[src/mcpe_pkg.sv]
// Shared types, command codes and the CRC-7 step for the motor command packet encoder.
`default_nettype none

package mcpe_pkg;

    // Command kinds carried in the request
    localparam logic [3:0] FUNC_ALLSPEED = 4'd0;
    localparam logic [3:0] FUNC_SPEED    = 4'd1;
    localparam logic [3:0] FUNC_BRAKE    = 4'd2;
    localparam logic [3:0] FUNC_CRCON    = 4'd3;
    localparam logic [3:0] FUNC_CRCOFF   = 4'd4;
    localparam logic [3:0] FUNC_CLRFLAGS = 4'd5;
    localparam logic [3:0] FUNC_SETFLAGS = 4'd6;
    localparam logic [3:0] FUNC_TIMEOUT  = 4'd7;
    localparam logic [3:0] FUNC_ACCEL    = 4'd8;
    localparam logic [3:0] FUNC_DECEL    = 4'd9;
    localparam logic [3:0] FUNC_START    = 4'd10;
    localparam logic [3:0] FUNC_ERROR    = 4'd11;

    // Packet header and sub-command bytes
    localparam logic [7:0] HDR_ALLSPEED = 8'hE1;
    localparam logic [7:0] HDR_SPEED    = 8'hD1;
    localparam logic [7:0] HDR_BRAKE    = 8'hB1;
    localparam logic [7:0] HDR_CRC      = 8'h8B;
    localparam logic [7:0] HDR_FLAGS    = 8'hA9;
    localparam logic [7:0] HDR_SETTING  = 8'h9C;
    localparam logic [7:0] SUB_TIMEOUT  = 8'h05;
    localparam logic [7:0] SUB_ACCEL    = 8'h0A;
    localparam logic [7:0] SUB_DECEL    = 8'h0E;
    localparam logic [7:0] SUB_START    = 8'h12;
    localparam logic [7:0] SUB_ERROR    = 8'h07;
    localparam logic [7:0] CRC_ON_ARG0  = 8'h04;
    localparam logic [7:0] CRC_ON_ARG1  = 8'hFB;
    localparam logic [7:0] CRC_OFF_ARG0 = 8'h00;
    localparam logic [7:0] CRC_OFF_ARG1 = 8'hFF;
    localparam logic [7:0] TIMEOUT_SCALE = 8'd250;
    localparam logic [7:0] CRC7_POLY    = 8'h91;

    localparam logic [1:0] MOTOR_BOTH   = 2'd3;

    // Register map
    localparam logic [2:0] ADDR_CRC_ENABLE = 3'd0;

    // Default depth of the packet queue between front and back
    localparam int unsigned MCPE_QUEUE_DEPTH = 2;

    localparam int unsigned PKT_MAX = 5;

    // One classified request: packet bytes, packet length and the two-motor flag
    typedef struct packed {
        logic [PKT_MAX-1:0][7:0] bytes;
        logic [2:0]              len;
        logic                    dual;
    } pkt_desc_t;

    // Fold one byte into a reflected CRC-7 (poly 0x91, one bit per step)
    function automatic logic [7:0] crc7_byte(input logic [7:0] crc_in,
                                             input logic [7:0] data);
        logic [7:0] c;
        c = crc_in ^ data;
        for (int k = 0; k < 8; k++) begin
            if (c[0]) begin
                c = c ^ CRC7_POLY;
            end
            c = {1'b0, c[7:1]};
        end
        return c;
    endfunction

endpackage

`default_nettype wire

[src/mcpe_front.sv]
// Request classifier: turns one command request into a packet descriptor.
`default_nettype none

module mcpe_front
    import mcpe_pkg::*;
(
    input  wire logic        s_tvalid,
    output logic             s_tready,
    input  wire logic [3:0]  func,
    input  wire logic [15:0] value,
    input  wire logic [1:0]  motor,
    input  wire logic        q_full,
    output logic             q_push,
    output pkt_desc_t        q_desc
);

    logic        known;
    logic        per_motor;
    logic [15:0] tmo;

    assign tmo = 16'(value[7:0]) * 16'(TIMEOUT_SCALE);

    always_comb begin
        known     = 1'b1;
        per_motor = 1'b0;
        q_desc.bytes    = '0;
        q_desc.bytes[1] = {6'b0, motor};
        q_desc.len      = 3'd3;
        unique case (func) inside
            FUNC_ALLSPEED: begin
                q_desc.bytes[0] = HDR_ALLSPEED;
                q_desc.bytes[1] = {1'b0, value[6:0]};
                q_desc.bytes[2] = {1'b0, value[13:7]};
            end
            FUNC_SPEED, FUNC_BRAKE: begin
                q_desc.bytes[0] = (func == FUNC_SPEED) ? HDR_SPEED : HDR_BRAKE;
                q_desc.bytes[2] = {1'b0, value[6:0]};
                q_desc.bytes[3] = {1'b0, value[13:7]};
                q_desc.len      = 3'd4;
                per_motor       = 1'b1;
            end
            FUNC_CRCON: begin
                q_desc.bytes[0] = HDR_CRC;
                q_desc.bytes[1] = CRC_ON_ARG0;
                q_desc.bytes[2] = CRC_ON_ARG1;
            end
            FUNC_CRCOFF: begin
                q_desc.bytes[0] = HDR_CRC;
                q_desc.bytes[1] = CRC_OFF_ARG0;
                q_desc.bytes[2] = CRC_OFF_ARG1;
            end
            FUNC_CLRFLAGS: begin
                q_desc.bytes[0] = HDR_FLAGS;
                q_desc.bytes[1] = ~{2'b0, value[5:0]};
                q_desc.bytes[2] = ~{6'b0, value[9], 1'b0};
            end
            FUNC_SETFLAGS: begin
                q_desc.bytes[0] = HDR_FLAGS;
                q_desc.bytes[1] = {2'b0, value[5:0]};
                q_desc.bytes[2] = {6'b0, value[9], 1'b0};
            end
            FUNC_TIMEOUT: begin
                q_desc.bytes[0] = HDR_SETTING;
                q_desc.bytes[1] = 8'h00;
                q_desc.bytes[2] = SUB_TIMEOUT;
                q_desc.bytes[3] = tmo[7:0];
                q_desc.bytes[4] = tmo[15:8];
                q_desc.len      = 3'd5;
            end
            FUNC_ACCEL, FUNC_DECEL, FUNC_START: begin
                q_desc.bytes[0] = HDR_SETTING;
                q_desc.bytes[2] = (func == FUNC_ACCEL) ? SUB_ACCEL :
                                  (func == FUNC_DECEL) ? SUB_DECEL : SUB_START;
                q_desc.bytes[3] = value[7:0];
                q_desc.bytes[4] = value[15:8];
                q_desc.len      = 3'd5;
                per_motor       = 1'b1;
            end
            FUNC_ERROR: begin
                q_desc.bytes[0] = HDR_SETTING;
                q_desc.bytes[1] = 8'h00;
                q_desc.bytes[2] = SUB_ERROR;
                q_desc.bytes[3] = {1'b0, value[6:0]};
                q_desc.len      = 3'd4;
            end
            default: begin
                known = 1'b0;
            end
        endcase
        q_desc.dual = per_motor && (motor == MOTOR_BOTH);
        // First of the two packets goes to motor one
        if (q_desc.dual) begin
            q_desc.bytes[1] = 8'h01;
        end
    end

    // Accept whenever the queue has room; drop unknown commands
    assign s_tready = !q_full;
    assign q_push   = s_tvalid && !q_full && known;

endmodule

`default_nettype wire

[src/mcpe_queue.sv]
// Small descriptor queue decoupling the classifier from the byte serialiser.
`default_nettype none

module mcpe_queue
    import mcpe_pkg::*;
#(
    parameter int unsigned DEPTH = MCPE_QUEUE_DEPTH
) (
    input  wire logic      aclk,
    input  wire logic      aresetn,
    input  wire logic      push,
    input  wire pkt_desc_t push_desc,
    output logic           full,
    input  wire logic      pop,
    output logic           not_empty,
    output pkt_desc_t      head_desc
);

    localparam int unsigned PTR_W = (DEPTH > 1) ? $clog2(DEPTH) : 1;
    localparam int unsigned CNT_W = $clog2(DEPTH + 1);

    pkt_desc_t        mem_reg [DEPTH];
    logic [PTR_W-1:0] wr_ptr_reg, wr_ptr_next;
    logic [PTR_W-1:0] rd_ptr_reg, rd_ptr_next;
    logic [CNT_W-1:0] count_reg, count_next;

    assign full      = (count_reg == CNT_W'(DEPTH));
    assign not_empty = (count_reg != '0);
    assign head_desc = mem_reg[rd_ptr_reg];

    always_comb begin
        wr_ptr_next = wr_ptr_reg;
        rd_ptr_next = rd_ptr_reg;
        count_next  = count_reg;
        if (push) begin
            wr_ptr_next = (wr_ptr_reg == PTR_W'(DEPTH - 1)) ? '0 : wr_ptr_reg + 1'b1;
        end
        if (pop) begin
            rd_ptr_next = (rd_ptr_reg == PTR_W'(DEPTH - 1)) ? '0 : rd_ptr_reg + 1'b1;
        end
        if (push && !pop) begin
            count_next = count_reg + 1'b1;
        end else if (pop && !push) begin
            count_next = count_reg - 1'b1;
        end
    end

    always_ff @(posedge aclk) begin
        if (!aresetn) begin
            wr_ptr_reg <= '0;
            rd_ptr_reg <= '0;
            count_reg  <= '0;
        end else begin
            wr_ptr_reg <= wr_ptr_next;
            rd_ptr_reg <= rd_ptr_next;
            count_reg  <= count_next;
        end
    end

    always_ff @(posedge aclk) begin
        if (push) begin
            mem_reg[wr_ptr_reg] <= push_desc;
        end
    end

endmodule

`default_nettype wire

[src/mcpe_back.sv]
// Byte serialiser: walks descriptors, adds CRC byte if enabled, drives the output register.
`default_nettype none

module mcpe_back
    import mcpe_pkg::*;
(
    input  wire logic      aclk,
    input  wire logic      aresetn,
    input  wire logic      crc_enable,
    input  wire logic      q_not_empty,
    input  wire pkt_desc_t q_head,
    output logic           q_pop,
    output logic           m_tvalid,
    input  wire logic      m_tready,
    output logic [7:0]     m_tdata,
    output logic           m_tuser,
    output logic           m_tlast
);

    logic       busy_reg, busy_next;
    logic       second_reg, second_next;
    logic [2:0] idx_reg, idx_next;
    logic [7:0] crc_reg, crc_next;
    pkt_desc_t  desc_reg;
    logic       valid_reg, valid_next;
    logic [7:0] byte_reg;
    logic       pend_reg;
    logic       last_reg;

    logic       adv;
    logic       is_crc;
    logic       pkt_end;
    logic       req_end;
    logic [7:0] data_byte;
    logic [7:0] cur_byte;

    assign adv     = busy_reg && (!valid_reg || m_tready);
    assign is_crc  = (idx_reg == desc_reg.len);
    assign pkt_end = is_crc || ((idx_reg == desc_reg.len - 3'd1) && !crc_enable);
    assign req_end = pkt_end && (!desc_reg.dual || second_reg);
    assign q_pop   = q_not_empty && (!busy_reg || (adv && req_end));

    always_comb begin
        case (idx_reg)
            3'd0:    data_byte = desc_reg.bytes[0];
            3'd1:    data_byte = second_reg ? 8'h02 : desc_reg.bytes[1];
            3'd2:    data_byte = desc_reg.bytes[2];
            3'd3:    data_byte = desc_reg.bytes[3];
            3'd4:    data_byte = desc_reg.bytes[4];
            default: data_byte = 8'h00;
        endcase
        cur_byte = is_crc ? crc_reg : data_byte;
    end

    always_comb begin
        busy_next   = busy_reg;
        second_next = second_reg;
        idx_next    = idx_reg;
        crc_next    = crc_reg;
        if (adv) begin
            if (pkt_end) begin
                idx_next = '0;
                crc_next = '0;
                if (req_end) begin
                    busy_next   = 1'b0;
                    second_next = 1'b0;
                end else begin
                    second_next = 1'b1;
                end
            end else begin
                idx_next = idx_reg + 3'd1;
                crc_next = crc7_byte(crc_reg, data_byte);
            end
        end
        // Load the next descriptor straight away so requests run without a gap
        if (q_pop) begin
            busy_next   = 1'b1;
            second_next = 1'b0;
            idx_next    = '0;
            crc_next    = '0;
        end
        valid_next = valid_reg;
        if (!valid_reg || m_tready) begin
            valid_next = adv;
        end
    end

    always_ff @(posedge aclk) begin
        if (!aresetn) begin
            busy_reg   <= 1'b0;
            second_reg <= 1'b0;
            idx_reg    <= '0;
            crc_reg    <= '0;
            valid_reg  <= 1'b0;
        end else begin
            busy_reg   <= busy_next;
            second_reg <= second_next;
            idx_reg    <= idx_next;
            crc_reg    <= crc_next;
            valid_reg  <= valid_next;
        end
    end

    always_ff @(posedge aclk) begin
        if (q_pop) begin
            desc_reg <= q_head;
        end
        if (adv) begin
            byte_reg <= cur_byte;
            pend_reg <= pkt_end;
            last_reg <= req_end;
        end
    end

    assign m_tvalid = valid_reg;
    assign m_tdata  = byte_reg;
    assign m_tuser  = pend_reg;
    assign m_tlast  = last_reg;

endmodule

`default_nettype wire

[src/motor_command_packet_encoder.sv]
// Top level of the motor command packet encoder: config register, classifier, queue, serialiser.
`default_nettype none

// Channel   | Dir | Handshake          | Payload
// s_        | in  | s_tvalid/s_tready  | s_tdata: func[3:0], value[19:4], motor[21:20]
// m_        | out | m_tvalid/m_tready  | m_tdata: out_byte; m_tuser: packet_end; m_tlast: last
// APB       | in  | psel/penable/pready| register 0 at 0x0: crc_enable (bit 0)
//
// Each request yields three to twelve bytes, one byte per cycle while the output is not
// stalled; the next request's bytes follow the previous one's without a gap when the
// queue already holds it. Reset is synchronous and active low; it empties the queue
// and the output register and clears crc_enable. A stalled output holds its item; the
// classifier keeps taking requests until the queue fills. Unknown command codes are
// taken and dropped.

module motor_command_packet_encoder
    import mcpe_pkg::*;
#(
    parameter int unsigned QUEUE_DEPTH = MCPE_QUEUE_DEPTH
) (
    input  wire logic        aclk,
    input  wire logic        aresetn,
    // request stream
    input  wire logic        s_tvalid,
    output logic             s_tready,
    input  wire logic [23:0] s_tdata,   // func[3:0], value[19:4], motor[21:20], zero[23:22]
    // byte stream
    output logic             m_tvalid,
    input  wire logic        m_tready,
    output logic [7:0]       m_tdata,   // out_byte[7:0]
    output logic             m_tuser,   // packet_end[0]
    output logic             m_tlast,
    // configuration
    input  wire logic        psel,
    input  wire logic        penable,
    input  wire logic        pwrite,
    input  wire logic [2:0]  paddr,
    input  wire logic [31:0] pwdata,
    output logic [31:0]      prdata,
    output logic             pready
);

    logic      crc_en_reg;
    logic      cfg_wr;
    logic      q_push;
    logic      q_full;
    logic      q_pop;
    logic      q_not_empty;
    pkt_desc_t push_desc;
    pkt_desc_t head_desc;

    // Configuration port: single word-aligned register, always ready
    assign pready = 1'b1;
    assign cfg_wr = psel && penable && pwrite && pready;

    always_ff @(posedge aclk) begin
        if (!aresetn) begin
            crc_en_reg <= 1'b0;
        end else if (cfg_wr && (paddr[2] == ADDR_CRC_ENABLE[2])) begin
            crc_en_reg <= pwdata[0];
        end
    end

    assign prdata = (paddr[2] == ADDR_CRC_ENABLE[2]) ? {31'b0, crc_en_reg} : 32'b0;

    // Front: classify each request into a packet descriptor
    mcpe_front u_front (
        .s_tvalid (s_tvalid),
        .s_tready (s_tready),
        .func     (s_tdata[3:0]),
        .value    (s_tdata[19:4]),
        .motor    (s_tdata[21:20]),
        .q_full   (q_full),
        .q_push   (q_push),
        .q_desc   (push_desc)
    );

    // Queue: hold descriptors while the serialiser is busy
    mcpe_queue #(
        .DEPTH (QUEUE_DEPTH)
    ) u_queue (
        .aclk      (aclk),
        .aresetn   (aresetn),
        .push      (q_push),
        .push_desc (push_desc),
        .full      (q_full),
        .pop       (q_pop),
        .not_empty (q_not_empty),
        .head_desc (head_desc)
    );

    // Back: emit bytes, append CRC when enabled, split two-motor requests
    mcpe_back u_back (
        .aclk        (aclk),
        .aresetn     (aresetn),
        .crc_enable  (crc_en_reg),
        .q_not_empty (q_not_empty),
        .q_head      (head_desc),
        .q_pop       (q_pop),
        .m_tvalid    (m_tvalid),
        .m_tready    (m_tready),
        .m_tdata     (m_tdata),
        .m_tuser     (m_tuser),
        .m_tlast     (m_tlast)
    );

endmodule

`default_nettype wire

[config.mk]
export PLATFORM = sky130hd
export DESIGN_NAME = motor_command_packet_encoder
export DESIGN_NICKNAME = d
export VERILOG_FILES = /design/src/mcpe_pkg.sv /design/src/mcpe_front.sv /design/src/mcpe_queue.sv /design/src/mcpe_back.sv /design/src/motor_command_packet_encoder.sv
export SDC_FILE = /design/constraint.sdc
export NUM_CORES = 1
export LEC_CHECK = 0
export BUFFER_PORTS_ARGS = -buffer_cell sky130_fd_sc_hd__buf_4
export CORE_AREA = 4 4 164 166
export CTS_CLUSTER_DIAMETER = 50
export CTS_CLUSTER_SIZE = 14
export DETAILED_ROUTE_END_ITERATION = 8
export DIE_AREA = 0 0 168 170
export MAX_ROUTING_LAYER = met4
export PLACE_DENSITY_LB_ADDON = 0.3
export SETUP_SLACK_MARGIN = 0.02
export SLEW_MARGIN = 30
export SYNTH_ARGS = -nofsm -noshare
export SYNTH_HDL_FRONTEND = slang
export SYNTH_HIERARCHICAL = 1
export SYNTH_SLANG_ARGS = --single-unit
[constraint.sdc]
create_clock -name aclk -period 6.5 [get_ports aclk]
set_input_delay 0.325 -clock aclk [delete_from_list [all_inputs] [get_ports aclk]]
set_output_delay 0.325 -clock aclk [all_outputs]
set_load 0.01 [all_outputs]
; Yosys cells after proc, flatten, opt, wreduce, memory -nomap -nowiden
; Memory sizes are Yosys's and may differ from the RTL's. A register that Yosys moved wholly into a read port is not among the register bits.
; Index checks and enable logic that the tools add are counted.
[totals]
register_bits = 29
in_bits = 66
n_memories = 1
ram_bits = 88
elab_cells = 147
out_inout_bits = 45
[op_classes]
n_addsub = 6
mux = 51
n_bitwise = 13
n_eq_ne = 19
multipliers = 1
n_reduce_logical = 44
[mem_list]
columns = name, depth, width, read_ports, rd_ports_with_merged_regs, write_ports, line
row1 = u_queue.mem_reg, 2, 44, 1, 1, 1, mcpe_queue.sv:22  ; pkt_desc_t mem_reg [DEPTH];
[ops]
columns = op, n
row1 = two-way mux 8 bit, 26
row2 = case mux 8 bit (5 select lines), 3
row3 = case mux 8 bit (9 select lines), 1
row4 = case mux 8 bit (4 select lines), 1
row5 = inverter 2 -> 3 bit, 7
row6 = == test 4 x 3 -> 1 bit (second input constant), 4
row7 = == test 4 bit (second input constant), 4
row8 = case mux 8 bit (2 select lines), 1
row9 = multiplier 8 x 7 -> 15 bit (second input constant), 1
row10 = two-way mux 7 bit, 2
row11 = logical AND 1 bit, 13
row12 = two-way mux 1 bit, 12
row13 = OR reduction 12 bit, 1
row14 = nonzero test 2 bit, 5
row15 = OR reduction 5 bit, 2
row16 = OR reduction 3 bit, 3
row17 = == test 4 x 2 -> 1 bit (second input constant), 2
row18 = inverter 2 -> 8 bit, 1
row19 = inverter 6 -> 8 bit, 1
row20 = OR reduction 2 bit, 4
row21 = XOR 8 bit, 1
row22 = zero test 1 bit, 7
row23 = == test 3 x 2 -> 1 bit (second input constant), 2
row24 = == test 3 bit, 2
row25 = other kinds (21), 28

; Longest topological paths before layout
[depth]
depth_word = 34
mapped_depth = 14
depth_no_buf = 14

; Hierarchy
; Netlist, hierarchy kept.
[by_module_without_submodules]
columns = mod, cells_each, n_inst, seq_area_each_um2, area_per_inst_um2
row1 = mcpe_queue, 159, 1, 2742.6, 3409.5
row2 = mcpe_back, 200, 1, 1881.8, 2934.1
row3 = mcpe_front, 293, 1, 0.0, 2162.1
row4 = motor_command_packet_encoder, 40, 1, 20.0, 315.3

; Worst setup path after synthesis
; Ideal clock, no wire load.
[synth_timing]
path_kind = reg-to-reg
from = register u_back/desc_reg[1] (netlist name)
to = register u_queue.count_reg[1]
t_required_ns = 6.430
arrival_time_ns = 3.921
path_buffers = 1
path_slack_ns = 2.509
stages_incl_launch_ff = 13
synth_period_minus_slack_ns = 3.991
setup_ns = 0.070
cell_sequence = edfxtp_1 inv_1 ha_1 xor3_1 or4_1 and2_1 buf_6 o31ai_4 and2_1 inv_1 ha_1 or3_1 a21boi_1
[synth_via]
elab_chain_cells = 11
elab_cells_between_ends = 14
cone_classes = add/sub (1) / eq/ne (2) / mux (1) / reduce/logical (10)
[synth_lines]
columns = item, line
row1 = subtractor 3 x 1 -> 3 bit, mcpe_back.sv:39  ; assign pkt_end = is_crc || ((idx_reg == desc_reg.len - 3'd1) && !crc_enable);
row2 = == test 3 bit, mcpe_back.sv:39
row3 = logical AND 1 bit, mcpe_back.sv:39
row4 = logical OR 1 bit *, mcpe_back.sv:39
row5 = logical AND 1 bit *, mcpe_back.sv:40  ; assign req_end = pkt_end && (!desc_reg.dual || second_reg);
row6 = logical AND 1 bit *, mcpe_back.sv:41  ; assign q_pop = q_not_empty && (!busy_reg || (adv && req_end));
row7 = logical OR 1 bit *, mcpe_back.sv:41
row8 = logical AND 1 bit *, mcpe_back.sv:41
row9 = net q_pop, motor_command_packet_encoder.sv:47  ; logic q_pop;
row10 = zero test 1 bit, mcpe_queue.sv:41  ; if (push && !pop) begin
row11 = logical AND 1 bit, mcpe_queue.sv:41
row12 = two-way mux 2 bit or nonzero test 2 bit (tied branches), n/a
row13 = "end signal, assigned", mcpe_queue.sv:56  ; count_reg <= count_next;
row14 = "end, declared", mcpe_queue.sv:25  ; logic [CNT_W-1:0] count_reg, count_next;
; The timed path passes the listed nets; every way through them passes the cells marked *.
; A chain may end at the register's enable or synchronous reset.

==> results.toml <==
[setup_path]
critPathRequiredTime_ns = 6.64
crit_start = "s_tdata[5]"
cp-endpoint = "u_queue/mem_reg[1][43]$_DFFE_PP_"
worstSetupPathType = "input pin to flop"
startpoint_type = "input pin"
r2r-start = "u_back/idx_reg[2]$_SDFFE_PP0P_"
worst_setup_path_end_kind = "flop"
ff2ff_setup_slack_ns = 2.79
reg2reg_depth = 11
worstPathArrival_ns = 4.02
r2r-end = "u_queue/count_reg[1]$_SDFFE_PN0P_"
path_max_fanout = 11

[global_routing]
grt_max_degree = 47
grt_pass1_wl_mm = 28.7
track_usage_pct = 13.3
grt_pass1_vias = 5281
antenna_found_initial = 0
overflow = 0

[pwr]
swShare_pct = 31.9
intPower_mw = 2.71
peakVddDrop_mv = 0.196
fin_total_pwr_mw = 3.98
seq_power_share_pct = 38.6
power_density_nw_per_um2 = 402
p_leak_nw = 3.90
combPwrFrac_pct = 36.9
clockPowerShare_pct = 24.5
p_sw_mw = 1.27

[cells_and_area]
largest_reg_flops = 88
ff_latch_area_um2 = 4650
diodes = 0
syn2layout_area_growth_pct = 12.2
drive_gt1_share_pct = 20.1
final_nets = 861
fillers = 2424
multi_input_area_um2 = 3650

[timing]
setup_viol = 0
max_slew_margin_pct = 47.7
worstMarginPinSlew_ns = 0.778
post-route-period-util_pct = 59.7
hold_viol_final = 0
grt_setup_unrepaired = "no"
skew_ns = 0.00492
drv_slew = 0
min_period_ns = 3.88
setup_slack_ns = 2.62
timing.fmax_mhz = 258
tns_ns = 0

[drt]
drt-total-wl_mm = 18.0
wire_per_inst_um = 16.8
ant_nets = 0
firstDrtPassIters = 5
vias_per_cell = 4.80
dr.first_iter.drc_count = 438
vias = 5170
drc_errors = 0

[placement]
post-place-ws_ns = 2.18
port_buffers = 43
dp.final_hpwl_mm = 12.6
gp_congestion = 0.845

[yosys]
synth_area_leader_cell = "edfxtp_1"
avgSynthCellArea_um2 = 12.7
synthArstFlopShare_pct = 0
synth_top_area_share_pct = 48.3
ys_top_cells_by_count = "edfxtp_1, inv_1, mux2_2, ha_1, nor2_1"
ys_seq_area_share_pct = 52.7
synth_area_um2 = 8820
synth_area_leaders = "edfxtp_1, mux2_2, ha_1, fa_1, dfxtp_1"
synth-main-ff-cell = "edfxtp_1"
synthCells = 692
synth_cell_types = 73
yosysMostFrequentCell = "edfxtp_1"
ys_ff_latch = 161
synth_edf_count = 142
synth_warnings = 6

[flow_run]
cap_viol_max_count = 0

[floorplan]
fp.dieH_um = 170
dieArea_um2 = 28600
io_pins = 111
coreArea_um2 = 25600
die_w_um = 168
start_util_pct = 34.4
std_cell_rows = 59

[clock_tree]
cts_hold_buffers = 0
cts_resized = 0
cts_tree = "yes"
htree_num_levels = 4
cts_buffers = 17
cts.clk_slew.worst_paths_ns = 0.06
insertion_delay_ns = 0.41
cts_setup_buffers = 0
cts.path.max_buffers = 2
clock_sink_count = 161
root_buffer = "clkbuf_16"

[outcome]
status = "completed"

[min_path]
min_path_type = "input pin to flop"
layout by cell type, fill, tap and decap left out, drive strengths merged, types with 18 or more instances in the layout:
| cell type | Yosys | layout |
|---|---|---|
| edfxtp | 142 | 142 |
| inv | 64 | 64 |
| mux2 | 52 | 52 |
| buf | 51 | 48 |
| ha | 45 | 45 |
| nor2 | 39 | 39 |
| conb | 2 | 32 |
| a21oi | 32 | 32 |
| nand2 | 29 | 29 |
| o21ai | 22 | 22 |
| fa | 21 | 21 |
| dfxtp | 19 | 19 |
| clkbuf | 9 | 18 |
metal layers:
layer  GRT usage, %  share of wire [%]  vias up
met5              -                  0        -
met4           3.74                1.6        0
met3           3.14                5.2       20
met2           20.6                 47      126
met1           17.5                 46     2507
li1               -                  -     2517
critical path, cell delays in order:
cell and delay, ns:
buf_4 0.17, fa_1 0.54, inv_1 0.05, fa_1 0.52, fa_1 0.44, fa_1 0.51, inv_1 0.04, ha_1 0.35
a21oi_1 0.31, a31oi_1 0.21, a221oi_2 0.29, xnor2_1 0.16, o21ai_1 0.12
area by class of cell:
cell class | count | share of cell area [%]
Clock buffer | 18 | 4.34
Multi-Input combinational cell | 437 | 36.9
Clock inverter | 13 | 1.47
Sequential cell | 161 | 47.0
Inverter | 64 | 2.43
Tap cell | 335 | 4.24
Timing Repair Buffer | 48 | 3.64
cells by family (layout without fill, tap and decap cells):
| logic type | after synthesis | in the layout | share of synthesized area [%] |
|---|---|---|---|
| compound gates | 128 | 128 | 10.6 |
| xor+xnor | 36 | 36 | 4.38 |
| fa+ha+maj | 66 | 66 | 11.1 |
| buf+inv | 124 | 143 | 7.30 |
| flops | 161 | 161 | 52.7 |
| mux | 54 | 54 | 6.87 |
| other cells | 2 | 32 | 0.0851 |
| simple gates | 121 | 121 | 6.95 |
stage by stage:
step                instances  hold WS (ns)  area [µm²]  util, %
finish                   1076         0.164        9890     38.6
detailed placement       1045         0.486        9320     36.4
CTS                      1076         0.148        9890     38.6
global route             1076         0.161        9890     38.6
global placement         1045         0.480        9320     36.4
floorplan                 722         0.441        8930        -
how the worst min path moves through the flow:
stage                                          to  slack [ns]                    start  cells past startpoint
final                     crc_en_reg$_SDFFE_PN0P_        0.16                pwdata[0]                      3
after global routing      crc_en_reg$_SDFFE_PN0P_        0.16                pwdata[0]                      3
after CTS                 crc_en_reg$_SDFFE_PN0P_        0.15                pwdata[0]                      3
after detailed placement  crc_en_reg$_SDFFE_PN0P_        0.49  crc_en_reg$_SDFFE_PN0P_                      2
after global placement    crc_en_reg$_SDFFE_PN0P_        0.48  crc_en_reg$_SDFFE_PN0P_                      2
after floorplan           crc_en_reg$_SDFFE_PN0P_        0.44  crc_en_reg$_SDFFE_PN0P_                      2
power groups by stage:
stage / Sequential [mW] / Combinational (mW) / Clock [mW]
finish: 1.54 / 1.47 / 0.974
global route: 1.56 / 1.65 / 1.04
CTS: 1.54 / 1.49 / 0.993
detailed placement: 1.56 / 1.47 / 0
global placement: 1.55 / 1.47 / 0
floorplan: 1.55 / 1.16 / 0
(Power assumes the default switching activity.)
